## config.mk

```make
export PLATFORM = sky130hd
export DESIGN_NAME = imu_gps_packet_deframer_core
export DESIGN_NICKNAME = d
export VERILOG_FILES = /design/src/hw/rtl/igpd_pkg.sv /design/src/hw/rtl/imu_gps_packet_deframer_core.sv /design/src/hw/rtl/igpd_mode.sv
export SDC_FILE = /design/constraint.sdc
export NUM_CORES = 1
export LEC_CHECK = 0
export BUFFER_PORTS_ARGS = -buffer_cell sky130_fd_sc_hd__buf_4
export CORE_ASPECT_RATIO = 1.5
export CORE_MARGIN = 2
export CORE_UTILIZATION = 45
export CTS_CLUSTER_SIZE = 30
export DETAILED_ROUTE_END_ITERATION = 8
export RECOVER_POWER = 100
export SKIP_CTS_REPAIR_TIMING = 1
export SLEW_MARGIN = 10
export SYNTH_ARGS = -nofsm -noshare
export SYNTH_HDL_FRONTEND = slang
export SYNTH_HIERARCHICAL = 1
export SYNTH_SLANG_ARGS = --single-unit
export TNS_END_PERCENT = 20
```

## constraint.sdc

```tcl
create_clock -name clk -period 4.44 [get_ports clk]
set_input_delay 0.222 -clock clk [delete_from_list [all_inputs] [get_ports clk]]
set_output_delay 0.222 -clock clk [all_outputs]
set_load 0.02 [all_outputs]
```

## src/hw/rtl/igpd_pkg.sv

```systemverilog
// ---------------------------------------------------------------------------
// igpd_pkg
// Shared types, codes and the record layout table of the packet deframer.
// ---------------------------------------------------------------------------
package igpd_pkg;

	// framing bytes
	localparam logic [7:0] SYNC_BYTE   = 8'h55;
	localparam logic [7:0] TYPE_SENSOR = 8'h53;
	localparam logic [7:0] TYPE_FULL   = 8'h4E;
	localparam logic [7:0] GPS_MARK    = 8'h47;

	// frame geometry
	localparam int unsigned FRAME_DEPTH = 86;
	localparam logic [6:0] LEN_SENSOR        = 7'd51;
	localparam logic [6:0] LEN_FULL          = 7'd86;
	localparam logic [6:0] SERVO_BASE_SENSOR = 7'd32;
	localparam logic [6:0] SERVO_BASE_FULL   = 7'd67;
	localparam logic [6:0] CH4_HI_SENSOR     = 7'd41;
	localparam logic [6:0] CH4_HI_FULL       = 7'd76;
	localparam logic [6:0] GPS_MARK_ADDR     = 7'd33;
	localparam logic [6:0] FIRST_BODY_INDEX  = 7'd3;

	// record ids
	localparam logic [4:0] ID_FIRST      = 5'd0;
	localparam logic [4:0] ID_LAST_SERVO = 5'd19;
	localparam logic [4:0] ID_SUMMARY    = 5'd27;

	// frame kind codes
	localparam logic [1:0] KIND_SENSOR  = 2'd0;
	localparam logic [1:0] KIND_FULL    = 2'd1;
	localparam logic [1:0] KIND_UNKNOWN = 2'd2;

	// frame status codes
	localparam logic [1:0] STATUS_OK       = 2'd0;
	localparam logic [1:0] STATUS_CHECKSUM = 2'd1;
	localparam logic [1:0] STATUS_NO_GPS   = 2'd2;
	localparam logic [1:0] STATUS_UNKNOWN  = 2'd3;

	// configuration register indexes and reset values
	localparam logic [1:0] REG_AUTO_THRESHOLD = 2'd0;
	localparam logic [1:0] REG_MANUAL_CEILING = 2'd1;
	localparam logic [1:0] REG_HOLDOFF_RELOAD = 2'd2;
	localparam logic [15:0] AUTO_THRESHOLD_RST = 16'd12000;
	localparam logic [15:0] MANUAL_CEILING_RST = 16'd60000;
	localparam logic [6:0]  HOLDOFF_RELOAD_RST = 7'd15;

	// byte assembly formats
	localparam logic [1:0] FMT_BE_S = 2'd0;  // big-endian 16, sign-extended
	localparam logic [1:0] FMT_BE_U = 2'd1;  // big-endian, zero-extended
	localparam logic [1:0] FMT_LE   = 2'd2;  // little-endian, zero-extended

	typedef struct packed {
		logic [15:0] auto_threshold;
		logic [15:0] manual_ceiling;
		logic [6:0]  holdoff_reload;
	} mode_cfg_t;

	typedef struct packed {
		logic autopilot_on;
		logic entered_autopilot;
	} mode_stat_t;

	typedef struct packed {
		logic [6:0] addr;
		logic [2:0] nbytes;
		logic [1:0] fmt;
	} rec_info_t;

	// Where each record's bytes live in the frame store and how they combine.
	function automatic rec_info_t rec_info(input logic [4:0] rec, input logic is_full);
		rec_info_t  info;
		logic [6:0] base;
		logic [6:0] r7;
		logic [6:0] off;
		base = is_full ? SERVO_BASE_FULL : SERVO_BASE_SENSOR;
		r7 = {2'b00, rec};
		off = 7'd0;
		info.addr = 7'd0;
		info.nbytes = 3'd0;
		info.fmt = FMT_BE_U;
		priority if (rec <= 5'd8) begin
			info.addr = 7'd3 + {r7[5:0], 1'b0};
			info.nbytes = 3'd2;
			info.fmt = FMT_BE_S;
		end else if (rec == 5'd9) begin
			info.addr = 7'd27;
			info.nbytes = 3'd2;
			info.fmt = FMT_BE_S;
		end else if (rec == 5'd10) begin
			info.addr = 7'd29;
			info.nbytes = 3'd2;
			info.fmt = FMT_BE_S;
		end else if (rec == 5'd11) begin
			info.addr = base;
			info.nbytes = 3'd1;
			info.fmt = FMT_BE_U;
		end else if (rec <= 5'd19) begin
			off = r7 - 7'd12;
			info.addr = base + 7'd1 + {off[5:0], 1'b0};
			info.nbytes = 3'd2;
			info.fmt = FMT_BE_U;
		end else if (rec <= 5'd25) begin
			off = r7 - 7'd20;
			info.addr = 7'd34 + {off[4:0], 2'b00};
			info.nbytes = 3'd4;
			info.fmt = FMT_LE;
		end else if (rec == 5'd26) begin
			info.addr = 7'd58;
			info.nbytes = 3'd2;
			info.fmt = FMT_LE;
		end else begin
			info.addr = 7'd0;
			info.nbytes = 3'd0;
			info.fmt = FMT_BE_U;
		end
		return info;
	endfunction

endpackage

```

## src/hw/rtl/imu_gps_packet_deframer_core.sv

```systemverilog
// ---------------------------------------------------------------------------
// imu_gps_packet_deframer_core
// Serial byte deframer for sensor / GPS packets with checksum, record output
// and autopilot mode tracking.
// ---------------------------------------------------------------------------
// Throughput: one byte per cycle while a frame is being collected.
// Sequence: after the last byte the mode is updated, then for each record every
//   stored byte is read from the frame store and folded into the record, and
//   the record is loaded into the output register; an 'N' frame with GPS emits
//   28 records. in_ready stays low until the summary record is loaded.
// Reset: arst_n clears control, mode and configuration; the frame store needs
//   no clearing pass since only bytes of the current frame are ever read.
// ---------------------------------------------------------------------------
module imu_gps_packet_deframer_core (
	input  logic               clk,
	input  logic               arst_n,
	// byte input channel
	input  logic               in_valid,
	output logic               in_ready,
	input  logic [7:0]         rx_byte,
	// record output channel
	output logic               out_valid,
	input  logic               out_ready,
	output logic [4:0]         field_id,
	output logic signed [31:0] field_value,
	output logic [1:0]         frame_kind,
	output logic [1:0]         frame_status,
	output logic               autopilot_on,
	output logic               entered_autopilot,
	output logic               last,
	// configuration write port
	input  logic               cfg_we,
	input  logic [1:0]         cfg_index,
	input  logic [15:0]        cfg_data
);

	// sequencer states
	localparam logic [2:0] ST_IDLE = 3'd0;  // collect bytes
	localparam logic [2:0] ST_MODE = 3'd1;  // update the mode after a frame
	localparam logic [2:0] ST_READ = 3'd2;  // address the frame store
	localparam logic [2:0] ST_CAPT = 3'd3;  // fold the read byte into the record
	localparam logic [2:0] ST_PUSH = 3'd4;  // hand the record to the output register

	logic [2:0] state_q;

	// configuration registers
	igpd_pkg::mode_cfg_t cfg_q;

	always_ff @(posedge clk or negedge arst_n) begin
		if (!arst_n) begin
			cfg_q.auto_threshold <= igpd_pkg::AUTO_THRESHOLD_RST;
			cfg_q.manual_ceiling <= igpd_pkg::MANUAL_CEILING_RST;
			cfg_q.holdoff_reload <= igpd_pkg::HOLDOFF_RELOAD_RST;
		end else if (cfg_we) begin
			unique case (cfg_index)
				igpd_pkg::REG_AUTO_THRESHOLD: cfg_q.auto_threshold <= cfg_data;
				igpd_pkg::REG_MANUAL_CEILING: cfg_q.manual_ceiling <= cfg_data;
				igpd_pkg::REG_HOLDOFF_RELOAD: cfg_q.holdoff_reload <= cfg_data[6:0];
				default: ;  // unmapped index: drop the write
			endcase
		end
	end

	// frame collection state
	logic [6:0]  byte_idx_q;   // zero while hunting for a header
	logic [1:0]  hdr_cnt_q;
	logic [15:0] sum_q;
	logic        full_q;       // frame type 'N'
	logic [7:0]  prev_q;       // previous byte, trailer high byte at frame end
	logic [15:0] ch4_q;        // servo channel four as seen in the stream
	logic        gps_ok_q;     // GPS marker present at its byte
	logic [15:0] mode_ch_q;    // last good servo channel four

	// per-frame outcome and emission state
	logic [1:0]  kind_q;
	logic [1:0]  status_q;
	logic [4:0]  rec_q;
	logic [1:0]  cnt_q;
	logic [31:0] acc_q;
	logic [31:0] val_q;

	// frame store
	logic [7:0] frame_mem [0:igpd_pkg::FRAME_DEPTH-1];
	logic [7:0] rd_data_q;

	logic       in_xfer;
	logic       out_free;
	logic       mem_we;
	logic [6:0] rd_addr;
	logic [6:0] frame_len;
	logic [6:0] sum_last;
	logic [6:0] ch4_hi_addr;
	logic       trailer_ok;
	logic       mode_upd;
	logic       rec_last_byte;
	logic       gps_emit;
	logic [4:0] next_rec;
	logic [31:0] asm_base;
	logic [31:0] asm_val;
	logic [31:0] fmt_val;

	igpd_pkg::rec_info_t  info;
	igpd_pkg::mode_stat_t mode_stat;

	assign in_ready = (state_q == ST_IDLE);
	assign in_xfer = in_valid && in_ready;
	assign out_free = !out_valid || out_ready;

	assign frame_len = full_q ? igpd_pkg::LEN_FULL : igpd_pkg::LEN_SENSOR;
	assign sum_last = frame_len - 7'd3;
	assign ch4_hi_addr = full_q ? igpd_pkg::CH4_HI_FULL : igpd_pkg::CH4_HI_SENSOR;
	// running sum stops two bytes before the end, so it is final here
	assign trailer_ok = (sum_q == {prev_q, rx_byte});
	assign mem_we = in_xfer && (byte_idx_q != 7'd0);
	assign mode_upd = (state_q == ST_MODE);

	// record table lookup for the record being built
	assign info = igpd_pkg::rec_info(rec_q, kind_q == igpd_pkg::KIND_FULL);
	assign rd_addr = info.addr + {5'd0, cnt_q};
	assign rec_last_byte = ({1'b0, cnt_q} == (info.nbytes - 3'd1));
	assign gps_emit = (kind_q == igpd_pkg::KIND_FULL) && (status_q == igpd_pkg::STATUS_OK);
	assign next_rec = ((rec_q == igpd_pkg::ID_LAST_SERVO) && !gps_emit) ?
		igpd_pkg::ID_SUMMARY : rec_q + 5'd1;

	// byte assembly: big-endian shifts in, little-endian places by position
	always_comb begin
		asm_base = (cnt_q == 2'd0) ? 32'd0 : acc_q;
		asm_val = asm_base;
		if (info.fmt == igpd_pkg::FMT_LE) begin
			unique case (cnt_q)
				2'd0: asm_val[7:0] = rd_data_q;
				2'd1: asm_val[15:8] = rd_data_q;
				2'd2: asm_val[23:16] = rd_data_q;
				2'd3: asm_val[31:24] = rd_data_q;
				default: asm_val = asm_base;
			endcase
		end else begin
			asm_val = {asm_base[23:0], rd_data_q};
		end
		if (info.fmt == igpd_pkg::FMT_BE_S) begin
			fmt_val = {{16{asm_val[15]}}, asm_val[15:0]};
		end else begin
			fmt_val = asm_val;
		end
	end

	// frame store: one write port from the byte stream, one registered read port
	always_ff @(posedge clk) begin
		if (mem_we) begin
			frame_mem[byte_idx_q] <= rx_byte;
		end
		rd_data_q <= frame_mem[rd_addr];
	end

	igpd_mode u_mode (
		.clk          (clk),
		.arst_n       (arst_n),
		.upd          (mode_upd),
		.mode_channel (mode_ch_q),
		.cfg          (cfg_q),
		.stat         (mode_stat)
	);

	// collection and emission sequencer
	always_ff @(posedge clk or negedge arst_n) begin
		if (!arst_n) begin
			state_q <= ST_IDLE;
			byte_idx_q <= 7'd0;
			hdr_cnt_q <= 2'd0;
			sum_q <= 16'd0;
			full_q <= 1'b0;
			mode_ch_q <= 16'd0;
			kind_q <= igpd_pkg::KIND_SENSOR;
			status_q <= igpd_pkg::STATUS_OK;
			rec_q <= igpd_pkg::ID_FIRST;
			cnt_q <= 2'd0;
		end else begin
			unique case (state_q)
				ST_IDLE: begin
					if (in_xfer) begin
						if (byte_idx_q == 7'd0) begin
							if (hdr_cnt_q < 2'd2) begin
								// hunt for the two sync bytes
								hdr_cnt_q <= (rx_byte == igpd_pkg::SYNC_BYTE) ?
									hdr_cnt_q + 2'd1 : 2'd0;
							end else begin
								hdr_cnt_q <= 2'd0;
								if (rx_byte == igpd_pkg::TYPE_SENSOR ||
									rx_byte == igpd_pkg::TYPE_FULL) begin
									full_q <= (rx_byte == igpd_pkg::TYPE_FULL);
									sum_q <= {8'd0, rx_byte};
									byte_idx_q <= igpd_pkg::FIRST_BODY_INDEX;
								end else begin
									// unknown type: summary only
									kind_q <= igpd_pkg::KIND_UNKNOWN;
									status_q <= igpd_pkg::STATUS_UNKNOWN;
									state_q <= ST_MODE;
								end
							end
						end else begin
							if (byte_idx_q <= sum_last) begin
								sum_q <= sum_q + {8'd0, rx_byte};
							end
							if (byte_idx_q == frame_len - 7'd1) begin
								// frame complete: check trailer, latch the outcome
								byte_idx_q <= 7'd0;
								kind_q <= full_q ? igpd_pkg::KIND_FULL :
									igpd_pkg::KIND_SENSOR;
								state_q <= ST_MODE;
								if (!trailer_ok) begin
									status_q <= igpd_pkg::STATUS_CHECKSUM;
								end else begin
									mode_ch_q <= ch4_q;
									status_q <= (full_q && !gps_ok_q) ?
										igpd_pkg::STATUS_NO_GPS : igpd_pkg::STATUS_OK;
								end
							end else begin
								byte_idx_q <= byte_idx_q + 7'd1;
							end
						end
					end
				end
				ST_MODE: begin
					cnt_q <= 2'd0;
					if (status_q == igpd_pkg::STATUS_CHECKSUM ||
						status_q == igpd_pkg::STATUS_UNKNOWN) begin
						rec_q <= igpd_pkg::ID_SUMMARY;
						state_q <= ST_PUSH;
					end else begin
						rec_q <= igpd_pkg::ID_FIRST;
						state_q <= ST_READ;
					end
				end
				ST_READ: begin
					state_q <= ST_CAPT;
				end
				ST_CAPT: begin
					if (rec_last_byte) begin
						state_q <= ST_PUSH;
					end else begin
						cnt_q <= cnt_q + 2'd1;
						state_q <= ST_READ;
					end
				end
				ST_PUSH: begin
					// hold until the output register can take the record
					if (out_free) begin
						cnt_q <= 2'd0;
						if (rec_q == igpd_pkg::ID_SUMMARY) begin
							state_q <= ST_IDLE;
						end else begin
							rec_q <= next_rec;
							state_q <= (next_rec == igpd_pkg::ID_SUMMARY) ? ST_PUSH : ST_READ;
						end
					end
				end
				default: state_q <= ST_IDLE;
			endcase
		end
	end

	// stream captures and record assembly: payload only, no reset
	always_ff @(posedge clk) begin
		if (mem_we) begin
			prev_q <= rx_byte;
			if (byte_idx_q == ch4_hi_addr) begin
				ch4_q[15:8] <= rx_byte;
			end
			if (byte_idx_q == ch4_hi_addr + 7'd1) begin
				ch4_q[7:0] <= rx_byte;
			end
			if (byte_idx_q == igpd_pkg::GPS_MARK_ADDR) begin
				gps_ok_q <= (rx_byte == igpd_pkg::GPS_MARK);
			end
		end
		if (state_q == ST_CAPT) begin
			acc_q <= asm_val;
			if (rec_last_byte) begin
				val_q <= fmt_val;
			end
		end
	end

	// output register: one record per transfer
	logic out_valid_q;
	logic [4:0] field_id_q;
	logic [31:0] field_value_q;
	logic [1:0] frame_kind_q;
	logic [1:0] frame_status_q;
	logic autopilot_on_q;
	logic entered_q;
	logic last_q;
	logic out_load;

	assign out_load = (state_q == ST_PUSH) && out_free;

	always_ff @(posedge clk or negedge arst_n) begin
		if (!arst_n) begin
			out_valid_q <= 1'b0;
		end else if (out_load) begin
			out_valid_q <= 1'b1;
		end else if (out_ready) begin
			out_valid_q <= 1'b0;
		end
	end

	always_ff @(posedge clk) begin
		if (out_load) begin
			field_id_q <= rec_q;
			field_value_q <= (rec_q == igpd_pkg::ID_SUMMARY) ? 32'd0 : val_q;
			frame_kind_q <= kind_q;
			frame_status_q <= status_q;
			autopilot_on_q <= mode_stat.autopilot_on;
			entered_q <= mode_stat.entered_autopilot;
			last_q <= (rec_q == igpd_pkg::ID_SUMMARY);
		end
	end

	assign out_valid = out_valid_q;
	assign field_id = field_id_q;
	assign field_value = field_value_q;
	assign frame_kind = frame_kind_q;
	assign frame_status = frame_status_q;
	assign autopilot_on = autopilot_on_q;
	assign entered_autopilot = entered_q;
	assign last = last_q;

endmodule

```

## src/hw/rtl/igpd_mode.sv

```systemverilog
// ---------------------------------------------------------------------------
// igpd_mode
// Autopilot / manual mode tracker with a delayed fall-back to manual.
// ---------------------------------------------------------------------------
module igpd_mode (
	input  logic                  clk,
	input  logic                  arst_n,
	input  logic                  upd,
	input  logic [15:0]           mode_channel,
	input  igpd_pkg::mode_cfg_t   cfg,
	output igpd_pkg::mode_stat_t  stat
);

	logic       autopilot_q;
	logic       entered_q;
	logic [7:0] holdoff_q;  // two's complement, floor at -1

	always_ff @(posedge clk or negedge arst_n) begin
		if (!arst_n) begin
			autopilot_q <= 1'b0;
			entered_q <= 1'b0;
			holdoff_q <= 8'd0;
		end else if (upd) begin
			priority if (mode_channel <= cfg.auto_threshold) begin
				entered_q <= !autopilot_q;
				autopilot_q <= 1'b1;
				holdoff_q <= {1'b0, cfg.holdoff_reload};
			end else if (mode_channel < cfg.manual_ceiling) begin
				entered_q <= 1'b0;
				if (holdoff_q[7]) begin
					autopilot_q <= 1'b0;
				end else begin
					holdoff_q <= holdoff_q - 8'd1;
				end
			end else begin
				entered_q <= 1'b0;
			end
		end
	end

	assign stat.autopilot_on = autopilot_q;
	assign stat.entered_autopilot = entered_q;

endmodule

```

---- Word level (Yosys, flattened, before mapping) ----
Memory sizes are Yosys's and may differ from the RTL's. A register that Yosys moved wholly into a read port is not among the register bits.
Cells that the tools add are included.
word-level totals
  register bits ........................... 239
  memory bits (writable) .................. 688
  bits of input ports ..................... 31
  output and inout bits ................... 46
  memories ................................ 1
cells by class
  add/sub/neg operators ................... 17
  order comparisons ....................... 7
  eq/ne operators ......................... 41
  mux-type cells .......................... 68
  bitwise gates (word level) .............. 2
  reductions and logical operators ........ 46
memories
  name       words  width  read ports  clocked after memory_dff  write ports  line                                RTL
  frame_mem  86     8      1           1                         1            imu_gps_packet_deframer_core.sv:83  logic [7:0] frame_mem [0:igpd_pkg::FRAME_DEPTH-1];
operators with widths
  cell                 count
  $mux 32              3
  $mux 12              6
  $mux 16              4
  $mux 8               7
  $mux 7               7
  $eq 8x7->1 const B   4
  $mux 3               10
  $mux 2               14
  $reduce_and 5->1     5
  $add 7x1->7 const B  3
  $eq 7x7->1           3
  $eq 5x5->1 const B   4
  $mux 5               4
  $add 16x8->16        1
  $eq 16x16->1         1
  $le 16x16->1         1
  $lt 16x16->1         1
  $reduce_and 2->1     8
  $eq 5x4->1 const B   3
  $pmux 3 s5           1
  $reduce_and 3->1     5
  $ne 2x2->1 const B   6
  $reduce_bool 2->1    6
  $mux 11              1
  39 further kinds     73

---- Logic depth before layout (Yosys ltp) ----
  depth after elaboration ................. 13
  depth in mapped cells ................... 22

---- Hierarchy ----
Netlist, hierarchy kept.
modules (own cells, without submodules)
  module                        times used  cells each  area each (µm²)  seq. area each (µm²)
  imu_gps_packet_deframer_core  1           2,102       37,723.7         27,238.6
  igpd_mode                     1           189         1,506.4          250.2

---- Worst setup path before layout ----
Ideal clock, no wire load.
  path kind ............................... reg2reg
  start ................................... reg rec_q[2]
  end ..................................... reg rd_data_q[6] (read register of frame_mem)
  library setup time ...................... 0.126 ns
  data arrival time ....................... 4.596 ns
  required time ........................... 4.314 ns
  slack ................................... -0.282 ns
  cell stages (with the launch flop) ...... 21
  path buffers ............................ 6
  period minus slack after synthesis ...... 4.722 ns
  cells stage by stage .................... dfrtp_1 buf_2 inv_1 ha_1 buf_6 and2_4 nor3_2 a21oi_1 clkbuf_1 o21ai_0 o21ai_0 a21oi_1 a21oi_1 fa_1 clkbuf_1 clkbuf_1 clkbuf_1 mux4_2 mux4_2 o22ai_1 nor4_2
on the way
  longest elaborated chain between the ends .. 9
  elaborated cells on any way between the ends .. 20
  classes of those cells .................. add/sub (6); order compare (3); eq/ne (4); mux (7)
RTL lines
  element                                           line                                 RTL
  start: declaration                                imu_gps_packet_deframer_core.sv:77   logic [4:0] rec_q;
  start signal: assignment                          imu_gps_packet_deframer_core.sv:175  rec_q <= igpd_pkg::ID_FIRST;
  start signal: assignment                          imu_gps_packet_deframer_core.sv:227  rec_q <= igpd_pkg::ID_SUMMARY;
  start signal: assignment                          imu_gps_packet_deframer_core.sv:230  rec_q <= igpd_pkg::ID_FIRST;
  $sub 5x5->5 / $eq 5x5->1 (equally long branches)  igpd_pkg.sv:104, igpd_pkg.sv:108
  $add 6x7->7 / $mux 11 (equally long branches)     igpd_pkg.sv:105, igpd_pkg.sv:108
  $mux 12                                           igpd_pkg.sv:103                      end else if (rec <= 5'd25) begin
  $mux 12                                           igpd_pkg.sv:98                       end else if (rec <= 5'd19) begin
  $mux 12                                           igpd_pkg.sv:94                       end else if (rec == 5'd11) begin
  $mux 12                                           igpd_pkg.sv:90                       end else if (rec == 5'd10) begin
  $mux 12                                           igpd_pkg.sv:86                       end else if (rec == 5'd9) begin
  $mux 12 *                                         igpd_pkg.sv:82                       priority if (rec <= 5'd8) begin
  $add 7x2->7 *                                     imu_gps_packet_deframer_core.sv:119  assign rd_addr = info.addr + {5'd0, cnt_q};
  end: declaration                                  imu_gps_packet_deframer_core.sv:84   logic [7:0] rd_data_q;
Mark *: on every way between the ends. The rest lies on a longest branch, timed or not.
A chain may end at the register's enable or synchronous reset.

---- Final worst setup path ----
  start ................................... reg rec_q[0]
  end ..................................... reg rd_data_q[1] (read register of frame_mem)
Same word-level chain as after synthesis.

==> metrics.csv <==
metric,value,unit
via_per_inst,5.721,
drt_first_pass_iters,5,
power_density,705.9,mW/mm^2
place_hpwl,62830,um
critPathMaxFanout,8,
clkSlewWorstSetupHoldPaths,0.06,ns
worst_setup_path_end_kind,flop,
worst_skew_pair.late_latency,0.68,ns
synth_area_leaders,"edfxtp_1 (63%), mux4_2 (11%), dfrtp_1 (5.6%), mux2_2 (2.3%), ha_1 (2.1%)",
synth_warnings,6,
hold_viol_final,0,
drv_slew,836,
post_drt_wl_per_cell,25.05,um
syn2layout_area_growth,14.81,%
maxSlewHeadroom,-53.03,%
gr-total-overflow,0,
synthArstFlopShare,11.34,%
drive_gt1_share,23.54,%
floorplan.initialDensity,45.42,%
synth-edff-count,821,
cts_num_sinks,935,
cts_tree,built,
violations,"max-capacitance violations, max-slew violations",
die_h,365.6,um
grt_max_degree,89,
fmax,236.6,MHz
yosys.area.top_type,edfxtp_1,
ios,77,
first_iter_violations,1505,
fp.dieArea,0.08960,sq mm
fin_nets,2649,
p_total,31.79,mW
peakVddDrop,0.5865,mV
numCtsBuffers,88,
chipWidth,245.1,um
via_count,21510,
hold_ws,0.1802,ns
multi_input_area,0.01110,sq mm
ys_seq_area_share,70.07,%
rows,132,
r2r_slack,0.21,ns
clockBufferDepth,3,
htreeDepth,3,
dp.cells,3560,
synth_ff_type,edfxtp_1,
cp.required,5.00,ns
totalWireLength,94190,um
antenna_found_initial,3,
rsz0062_at_grt,no,
syn_area_per_cell,17.12,sq um
grt_pass1_vias,22340,
tightest_slew,2.295,ns
synth_nets,2389,
finalSetupViolations,0,
syn_inst,2291,
diodes,0,
finalWeightedCongestion,0.8890,
post-route-min-period,4.227,ns
fill_cells,7050,
grtUsageTotal,21.25,%
maxCapViolations,12,
synth_cell_types,99,
core-area,0.08638,sq mm
portBuffers,76,
outcome,"complete, but fails checks",
finClkSkew,0.02512,ns
leakage,15.10,nW
critical_path.startpoint_type,flop,
drc,0,
root_buffer,clkbuf_16,
path_class,flop to flop,
grt_pass1_wl,141100,um
ys_seq_elements,935,
worstPathArrival,4.79,ns
fin_crit_sh,95.21,%
synth_top_area_share,62.84,%
seq_area,0.02749,sq mm
final_antenna_net_count,0,
syn-cell-area,0.03923,sq mm
final_cells,3760,
hp-class,primary input to flop,
-- path summary, 6_finish.rpt --
kind | startpoint | endpoint | cells past startpoint
setup / recovery | rec_q[0] | rd_data_q[1] | 14
hold / removal | cfg_index[0] | cfg_q[23] | 4
setup reg to reg | rec_q[0] | rd_data_q[1] | 14
hold reg to reg | u_mode/entered_q | entered_autopilot | 0
max in group asynchronous | arst_n | out_valid | 3
min in group asynchronous | arst_n | cfg_q[17] | 2
-- sequential cells by signal (all words and copies together) (netlist names), 7 cells and up --
signal and flops:
u_mode/holdoff_q 8, val_q 32, acc_q 32, cfg_q 39, rd_data_q 8, ch4_q 16, sum_q 16, byte_idx_q 7
field_value 32, mode_ch_q 16, prev_q 8, frame_mem 688
-- cell usage after synthesis, types with 26 or more instances --
cell / count
a211oi_1: 32
a21oi_1: 45
and2_1: 37
clkbuf_1: 67
dfrtp_1: 88
edfxtp_1: 821
ha_1: 65
inv_1: 64
mux2_2: 80
mux4_2: 184
nand2_1: 109
nand3_1: 48
nand4_1: 30
nor2_1: 180
o21ai_0: 60
xnor2_1: 26
-- metrics by stage --
stage | instance area (sq um) | util, % | setup TNS, ns | setup slack [ns]
floorplan | 39250 | - | 0 | 0.007632
global route | 45040 | 52.14 | 0 | 0.02075
global placement | 42140 | 48.79 | -0.4547 | -0.2509
detailed placement | 42140 | 48.79 | -0.3384 | -0.1988
finish | 45040 | 52.14 | 0 | 0.2127
CTS | 45030 | 52.14 | -0.4343 | -0.2421
-- report_power, final --
group / switching (mW) / leakage (nW) / total [mW] / internal, mW
logic: 7.25 / 4.93 / 13.8 / 6.53
registers: 0.337 / 8.77 / 10.4 / 10.1
clock network: 3.27 / 1.40 / 7.58 / 4.31
total: 10.9 / 15.1 / 31.8 / 20.9
-- placed cells by master (no fill, tap or decap), types with 44 or more instances in the layout --
master,count
edfxtp_1,821
mux4_2,184
nor2_1,179
clkbuf_1,142
nand2_1,108
buf_4,96
clkbuf_16,91
dfrtp_1,88
mux2_2,72
inv_1,63
ha_1,63
o21ai_0,57
nand3_1,48
a21oi_1,44
-- worst max-delay path, stage by stage, from the launching register on --
cell and delay (ns):
dfrtp_1 0.46, inv_1 0.15, ha_1 0.27, o31ai_2 0.29, a21o_1 0.17, o211ai_1 0.15
ha_4 0.20, fa_4 0.85, buf_12 0.18, buf_12 0.15, buf_4 0.13, mux4_2 0.27
mux4_2 0.53, o22ai_4 0.24, nor4_1 0.07
-- cell families after synthesis --
kind of cell,share of synthesized area (%)
buf+inv,1.993
fa+ha+maj,2.175
simple gates,6.644
compound gates,5.167
xor+xnor,0.8867
flops,70.07
mux,13.06
-- area by class of cell --
class / instances / share of cell area, %
Clock inverter: 56 / 1.311
Timing Repair Buffer: 281 / 4.203
Inverter: 65 / 0.5417
Clock buffer: 104 / 5.114
Multi-Input combinational cell: 1180 / 24.63
Tap cell: 1139 / 3.164
Sequential cell: 935 / 61.03
-- per-layer routing --
layer  vias to the layer above  track usage (%)  share of wire [%]
li1                       9585                -                  -
met1                     11200            25.28                 38
met2                       572            38.57                 54
met3                       151            2.637                4.6
met4                         2            9.314                3.9
met5                         -                0             0.0085
(Power assumes the default switching activity.)
